**src/design/wacsa_pkg.sv**
```systemverilog
// Package for the wide accumulator shifted add unit.
// Holds sizes, the queue entry type and the engine state type. No dependencies.
package wacsa_pkg;

   localparam int WORD_BITS = 30;
   localparam int WORDS     = 1024;

   localparam int POS_W  = 15;
   localparam int ADD_W  = 31;
   localparam int ADDR_W = $clog2(WORDS);
   localparam int CUR_W  = ADDR_W + 1;
   localparam int SH_W   = $clog2(WORD_BITS);
   localparam int VAL_W  = ADD_W + WORD_BITS;
   localparam int RS     = 24;
   localparam int RECIP  = (2 ** RS) / WORD_BITS;
   localparam int RECIP_W = RS + 1;
   localparam int QDEPTH = 2;

   localparam logic OP_ADD   = 1'b0;
   localparam logic OP_QUERY = 1'b1;

   typedef struct packed {
      logic             op;
      logic             neg;
      logic [POS_W-1:0] idx;
      logic [SH_W-1:0]  sh;
      logic [VAL_W-1:0] val;
   } q_entry_type;

   typedef enum logic [1:0] {
      ST_CLEAR,
      ST_IDLE,
      ST_QUERY,
      ST_ADD
   } eng_state_type;

endpackage

```
**src/design/wacsa_front.sv**
```systemverilog
// Front part: splits the bit position into word index and shift, aligns the
// addend magnitude, and holds decoded items in a two-entry queue. Uses wacsa_pkg.
module wacsa_front import wacsa_pkg::*; (
   input  logic                    clock,
   input  logic                    reset,
   input  logic                    push,
   input  logic                    op,
   input  logic signed [ADD_W-1:0] addend,
   input  logic [POS_W-1:0]        bit_position,
   input  logic                    pop,
   output logic                    full,
   output logic                    q_valid,
   output q_entry_type             q_head
);

   q_entry_type qmem [QDEPTH];
   logic        wr_ptr_ff, wr_ptr_in;
   logic        rd_ptr_ff, rd_ptr_in;
   logic [1:0]  count_ff, count_in;

   logic [POS_W+RECIP_W-1:0] prod;
   logic [POS_W-1:0]         est;
   logic [POS_W-1:0]         rem_raw;
   logic [ADD_W-1:0]         mag;
   logic                     neg;
   q_entry_type              ent;

   always_comb begin
      prod    = POS_W'(bit_position) * RECIP_W'(RECIP);
      est     = prod[RS +: POS_W];
      rem_raw = bit_position - POS_W'(est * POS_W'(WORD_BITS));
      neg     = addend[ADD_W-1];
      mag     = neg ? (~addend + ADD_W'(1)) : addend;
      ent.op  = op;
      ent.neg = neg;
      if (rem_raw >= POS_W'(WORD_BITS)) begin
         ent.idx = est + POS_W'(1);
         ent.sh  = SH_W'(rem_raw - POS_W'(WORD_BITS));
      end else begin
         ent.idx = est;
         ent.sh  = SH_W'(rem_raw);
      end
      ent.val = VAL_W'(mag) << ent.sh;
   end

   always_comb begin
      wr_ptr_in = push ? ~wr_ptr_ff : wr_ptr_ff;
      rd_ptr_in = pop ? ~rd_ptr_ff : rd_ptr_ff;
      count_in  = count_ff + 2'(push) - 2'(pop);
   end

   always_ff @(posedge clock) begin
      if (reset) begin
         wr_ptr_ff <= 1'b0;
         rd_ptr_ff <= 1'b0;
         count_ff  <= '0;
      end else begin
         wr_ptr_ff <= wr_ptr_in;
         rd_ptr_ff <= rd_ptr_in;
         count_ff  <= count_in;
      end
   end

   always_ff @(posedge clock) begin
      if (push) begin
         qmem[wr_ptr_ff] <= ent;
      end
   end

   assign full    = (count_ff == 2'(QDEPTH));
   assign q_valid = (count_ff != '0);
   assign q_head  = qmem[rd_ptr_ff];

   a_no_push_full: assert property (@(posedge clock) disable iff (reset)
      push |-> !full) else $error("push into full queue");
   a_no_pop_empty: assert property (@(posedge clock) disable iff (reset)
      pop |-> q_valid) else $error("pop from empty queue");
   a_count_bound: assert property (@(posedge clock) disable iff (reset)
      count_ff <= 2'(QDEPTH)) else $error("queue count overflow");

endmodule

```
**config.mk**
```make
export PLATFORM = sky130hd
export DESIGN_NAME = wacsa_front
export DESIGN_NICKNAME = d
export VERILOG_FILES = /design/src/design/wacsa_pkg.sv /design/src/design/wacsa_front.sv
export SDC_FILE = /design/constraint.sdc
export NUM_CORES = 1
export LEC_CHECK = 0
export BUFFER_PORTS_ARGS = -buffer_cell sky130_fd_sc_hd__buf_2
export CAP_MARGIN = 10
export CORE_AREA = 2 2 193 195
export CTS_CLUSTER_DIAMETER = 120
export CTS_CLUSTER_SIZE = 40
export DETAILED_ROUTE_END_ITERATION = 10
export DIE_AREA = 0 0 195 197
export GPL_TIMING_DRIVEN = 0
export PLACE_DENSITY = 0.61
export SYNTH_ARGS = -nofsm -noshare
export SYNTH_HDL_FRONTEND = slang
export SYNTH_SLANG_ARGS = --single-unit
export TNS_END_PERCENT = 20
```
**constraint.sdc**
```tcl
create_clock -name clock -period 10.9 [get_ports clock]
set_input_delay 0 -clock clock [delete_from_list [all_inputs] [get_ports clock]]
set_output_delay 0 -clock clock [all_outputs]
set_load 0.02 [all_outputs]
```
* After elaboration in Yosys (flattened, before gate mapping)
Memory sizes are Yosys's and may differ from the RTL's. A register that Yosys moved wholly into a read port is not among the register bits. Index checks and enable logic that the tools add are counted.
Storage, ports and cells: RAM bits 160, output and inout port bits 85, input port bits 51, bits in registers 4, word-level logic and storage cells 25, memories kept 1
Cells by class: bitwise operators 3, add/subtract/negate cells 6, multipliers 2, eq/ne operators 1, muxes and demuxes 6, order comparisons 1, shift-type cells 1, reduce and logical (&&, ||, !) cells 1
Memory list:
- qmem | words 2, bits a word 80, rd ports 1, clocked after memory_dff 1, write ports 1, line wacsa_front.sv:16 | q_entry_type qmem [QDEPTH];
Operators by type and width (number):
- 31-bit by 5-bit left shift with 61-bit output | 1
- 15-bit by 17-bit multiplier with 32-bit output, second input constant | 1
- 31-bit by 2-bit adder with 31-bit output, second input constant | 1
- 31-bit 2-to-1 mux | 1
- 31-bit inverter | 1
- 17-bit 2-to-1 mux | 1
- 15-bit by 5-bit greater-or-equal comparator with 1-bit output, second input constant | 1
- 15-bit subtractor | 1
- 11-bit by 4-bit multiplier with 14-bit output, second input constant | 1
- 11-bit by 1-bit adder with 12-bit output, second input constant | 1
- 5-bit subtractor, second input constant | 1
- 1-bit 2-to-1 mux | 4
- 2-bit by 1-bit adder with 2-bit output | 1
- 2-bit equality test, second input constant | 1
- 1-bit inverter | 2
- 2-bit nonzero test | 1
- 2-bit by 1-bit subtractor with 2-bit output | 1

* Depth between registers and ports, before layout
depth in word-level cells 6, mapped depth 44, depth with buffers taken out 42

* Least setup slack after synthesis
No wires, ideal clock.
path kind input -> register, start point input port bit_position[10], end point memory qmem[0][16] (netlist bit) (data pin), data arrival time 9.247 ns, stages 40, setup time 0.267 ns, path buffers 2, path slack 1.386 ns, required time 10.633 ns, path through ha_1 > fa_1 > fa_1 > inv_1 > fa_1 > inv_1 > ha_1 > ha_1 > a21o_1 > a21o_1 > a211o_1 > a31o_2 > a211oi_1 > a21oi_1 > xnor2_1 > fa_1 > fa_1 > inv_1 > (+4 left out) > o21ai_0 > nand2b_1 > a21o_1 > a21o_1 > xnor2_1 > ha_1 > or3_1 > o21ai_0 > a31oi_1 > xor2_1 > nor4_2 > nand4_2 > and4_1 > buf_6 > nor2_8 > inv_4 > buf_6 > mux2i_1
RTL lines:
- from (decl) | line wacsa_front.sv:9 | input logic [POS_W-1:0] bit_position,
- to (decl) | line wacsa_front.sv:16

==> out/metrics.cfg <==
[critical_path]
cp-end-kind=flip-flop
critPathSlowestCell=fa_1
path_class=in2reg
required_ps=11100
cp_slowest_stage_delay_ps=530
rr_worst_depth=6
cp_max_fo=10
cp-start-kind=primary input
timing.rr.end=count_ff[0]$_SDFF_PP0_
crit_end=qmem[0][37]$_DFFE_PP_
reg2reg_slack_ps=9150
r2r-start=count_ff[0]$_SDFF_PP0_
startpoint=bit_position[10]
arrival_ps=10540

[cts]
cts_buffer_depth=2
clk_latency_ps=420
cts_sinks=165
cts_buffers=17
cts_tree=done
cts_max_level=4
clkSlewWorstSetupHoldPaths_ps=70
cts_root_buf=clkbuf_16

[detailed_routing]
drtPass1Iterations=5
wire_per_inst_um=19.6
drtAntennaViolNets=0
drtIter0Drc=634
drt-total-wl_mm=38.8
vias=10807
via_per_inst=5.45
drc_errors=0

[grt]
antenna_found_initial=1
grt_overflow=0
grt_use_total_pct=20.2
grt_max_degree=42
grt_pass1_vias=10552
grt_pass1_wl_mm=60.8

[sta]
maxSlewHeadroom_pct=38.6
tns_ps=0
clock_skew_ps=9.74
setup_viol=0
finalMaxSlewViolations=0
final.min_clock_period_ps=10340
final-hold-violation-count=0
fmax_mhz=96.7
worstMarginPinSlew_ps=913
rsz0062_at_grt=false
min_period_over_period_pct=94.9

[place]
portBuffers=127
gp_congestion=0.929
dp_cells=1939
dpl.hpwl_mm=31.1

[floorplanning]
num_rows=70
die_w_um=195
die_area_sq_um=38400
io_pins=136
die_height_um=197
initial_utilization_pct=39.7
core_sq_um=36300

[logic_synthesis]
yosysUniqueCellTypes=89
yosys-top-cells-count=edfxtp_1 (160), mux2i_1 (145), ha_1 (117), mux2_2 (117), inv_1 (97)
synth_edf_count=160
syn_inst=1339
ys_async_sr_fraction_pct=0
avgSynthCellArea_sq_um=10.8
synth-seq-cells=165
yosys.area.top_type_share_pct=33.4
ys_warn_count=0
yosys.area.top_type=edfxtp_1
synth.most_common_cell=edfxtp_1
ys_seq_area_share_pct=34.1
syn-cell-area_sq_um=14400
synth_area_leaders=edfxtp_1 (33%), ha_1 (10%), mux2i_1 (10%)
ys.flop_type=edfxtp_1

[cells_and_area]
nets=1700
instances_no_fill=1982
syn_to_final_growth_pct=14.0
drive_gt1_share_pct=23.2

[outcome]
status=finished clean

[hold_path]
hp-class=in2reg

[job]
drv_cap=0

sequential cells by signal (all words and copies together) (netlist names), named ones only:
signal	cells
count_ff	2
rd_ptr_ff	1
wr_ptr_ff	1
qmem	160
per-layer routing:
| metal | vias up | global-route usage, % | wire [um] |
|---|---|---|---|
| met5 | - | 0 | 0 |
| met4 | 0 | 3.62 | 265 |
| met3 | 14 | 1.93 | 1840 |
| met2 | 304 | 32.7 | 17700 |
| met1 | 5242 | 29.7 | 19000 |
| li1 | 5247 | - | - |
cell usage in the layout, fill, tap and decap left out, types with 41 or more instances in the layout:
master	count
inv_1	97
buf_2	136
nor2_1	80
a21oi_1	55
nand2_1	59
mux2i_1	144
xnor2_1	47
ha_1	117
edfxtp_1	160
clkbuf_1	41
mux2_2	117
worst max-delay path, delay by kind of cell:
kind | cells | cell delay (ps)
AND/OR/NAND/NOR | 5 | 1230
adder cells (fa/ha/maj) | 10 | 4140
buffers and inverters | 6 | 870
AO/OA/AOI/OAI | 13 | 2540
multiplexers | 3 | 920
XOR/XNOR | 3 | 840
worst min-delay path by stage:
stage / startpoint / end / slack (ps) / cells past startpoint
floorplan: reset / count_ff[0]$_SDFF_PP0_ / 70 / 1
global route: addend[0] / qmem[0][0]$_DFFE_PP_ / 330 / 3
global placement: op / qmem[1][79]$_DFFE_PP_ / 200 / 1
finish: op / qmem[0][79]$_DFFE_PP_ / 310 / 2
CTS: addend[0] / qmem[0][0]$_DFFE_PP_ / 260 / 3
detailed placement: op / qmem[0][79]$_DFFE_PP_ / 200 / 1
per-stage QoR:
step / cell area [sq um] / utilization, % / setup WS, ps / hold WS (ps)
finish: 16400 / 45.3 / 556 / 306
global placement: 15600 / 43.1 / -298 / 195
detailed placement: 15700 / 43.3 / -331 / 201
global route: 16400 / 45.3 / 40.9 / 327
CTS: 16400 / 45.1 / 54.5 / 257
floorplan: 14400 / - / 1390 / 71.6
cells by family after synthesis:
group / after synthesis / share of synthesized area [%]
mux: 270 / 20.5
simple gates: 270 / 9.95
compound gates: 235 / 11.1
buf+inv: 170 / 4.84
flops: 165 / 34.1
fa+ha+maj: 149 / 14.6
xor+xnor: 79 / 4.95
other cells: 1 / 0.0260
cell type report:
class | count | area [sq um]
Clock buffer | 17 | 425
Timing Repair Buffer | 140 | 796
Tap cell | 468 | 586
Buffer | 71 | 323
Inverter | 99 | 374
Antenna cell | 1 | 2.50
Clock inverter | 15 | 163
Sequential cell | 165 | 4900
Multi-Input combinational cell | 1006 | 8840
Fill cell | 3463 | 19800
timing repair:
action	in CTS	in global routing
hold buffers	7	0
endpoints found under the setup margin	0	154
buffers inserted	0	3
endpoints found under the hold margin	11	0
resized for setup	0	7
Power is left out: the tool's default activity adds up to more than one toggle a clock period on the data nets, which glitch-free logic cannot reach.
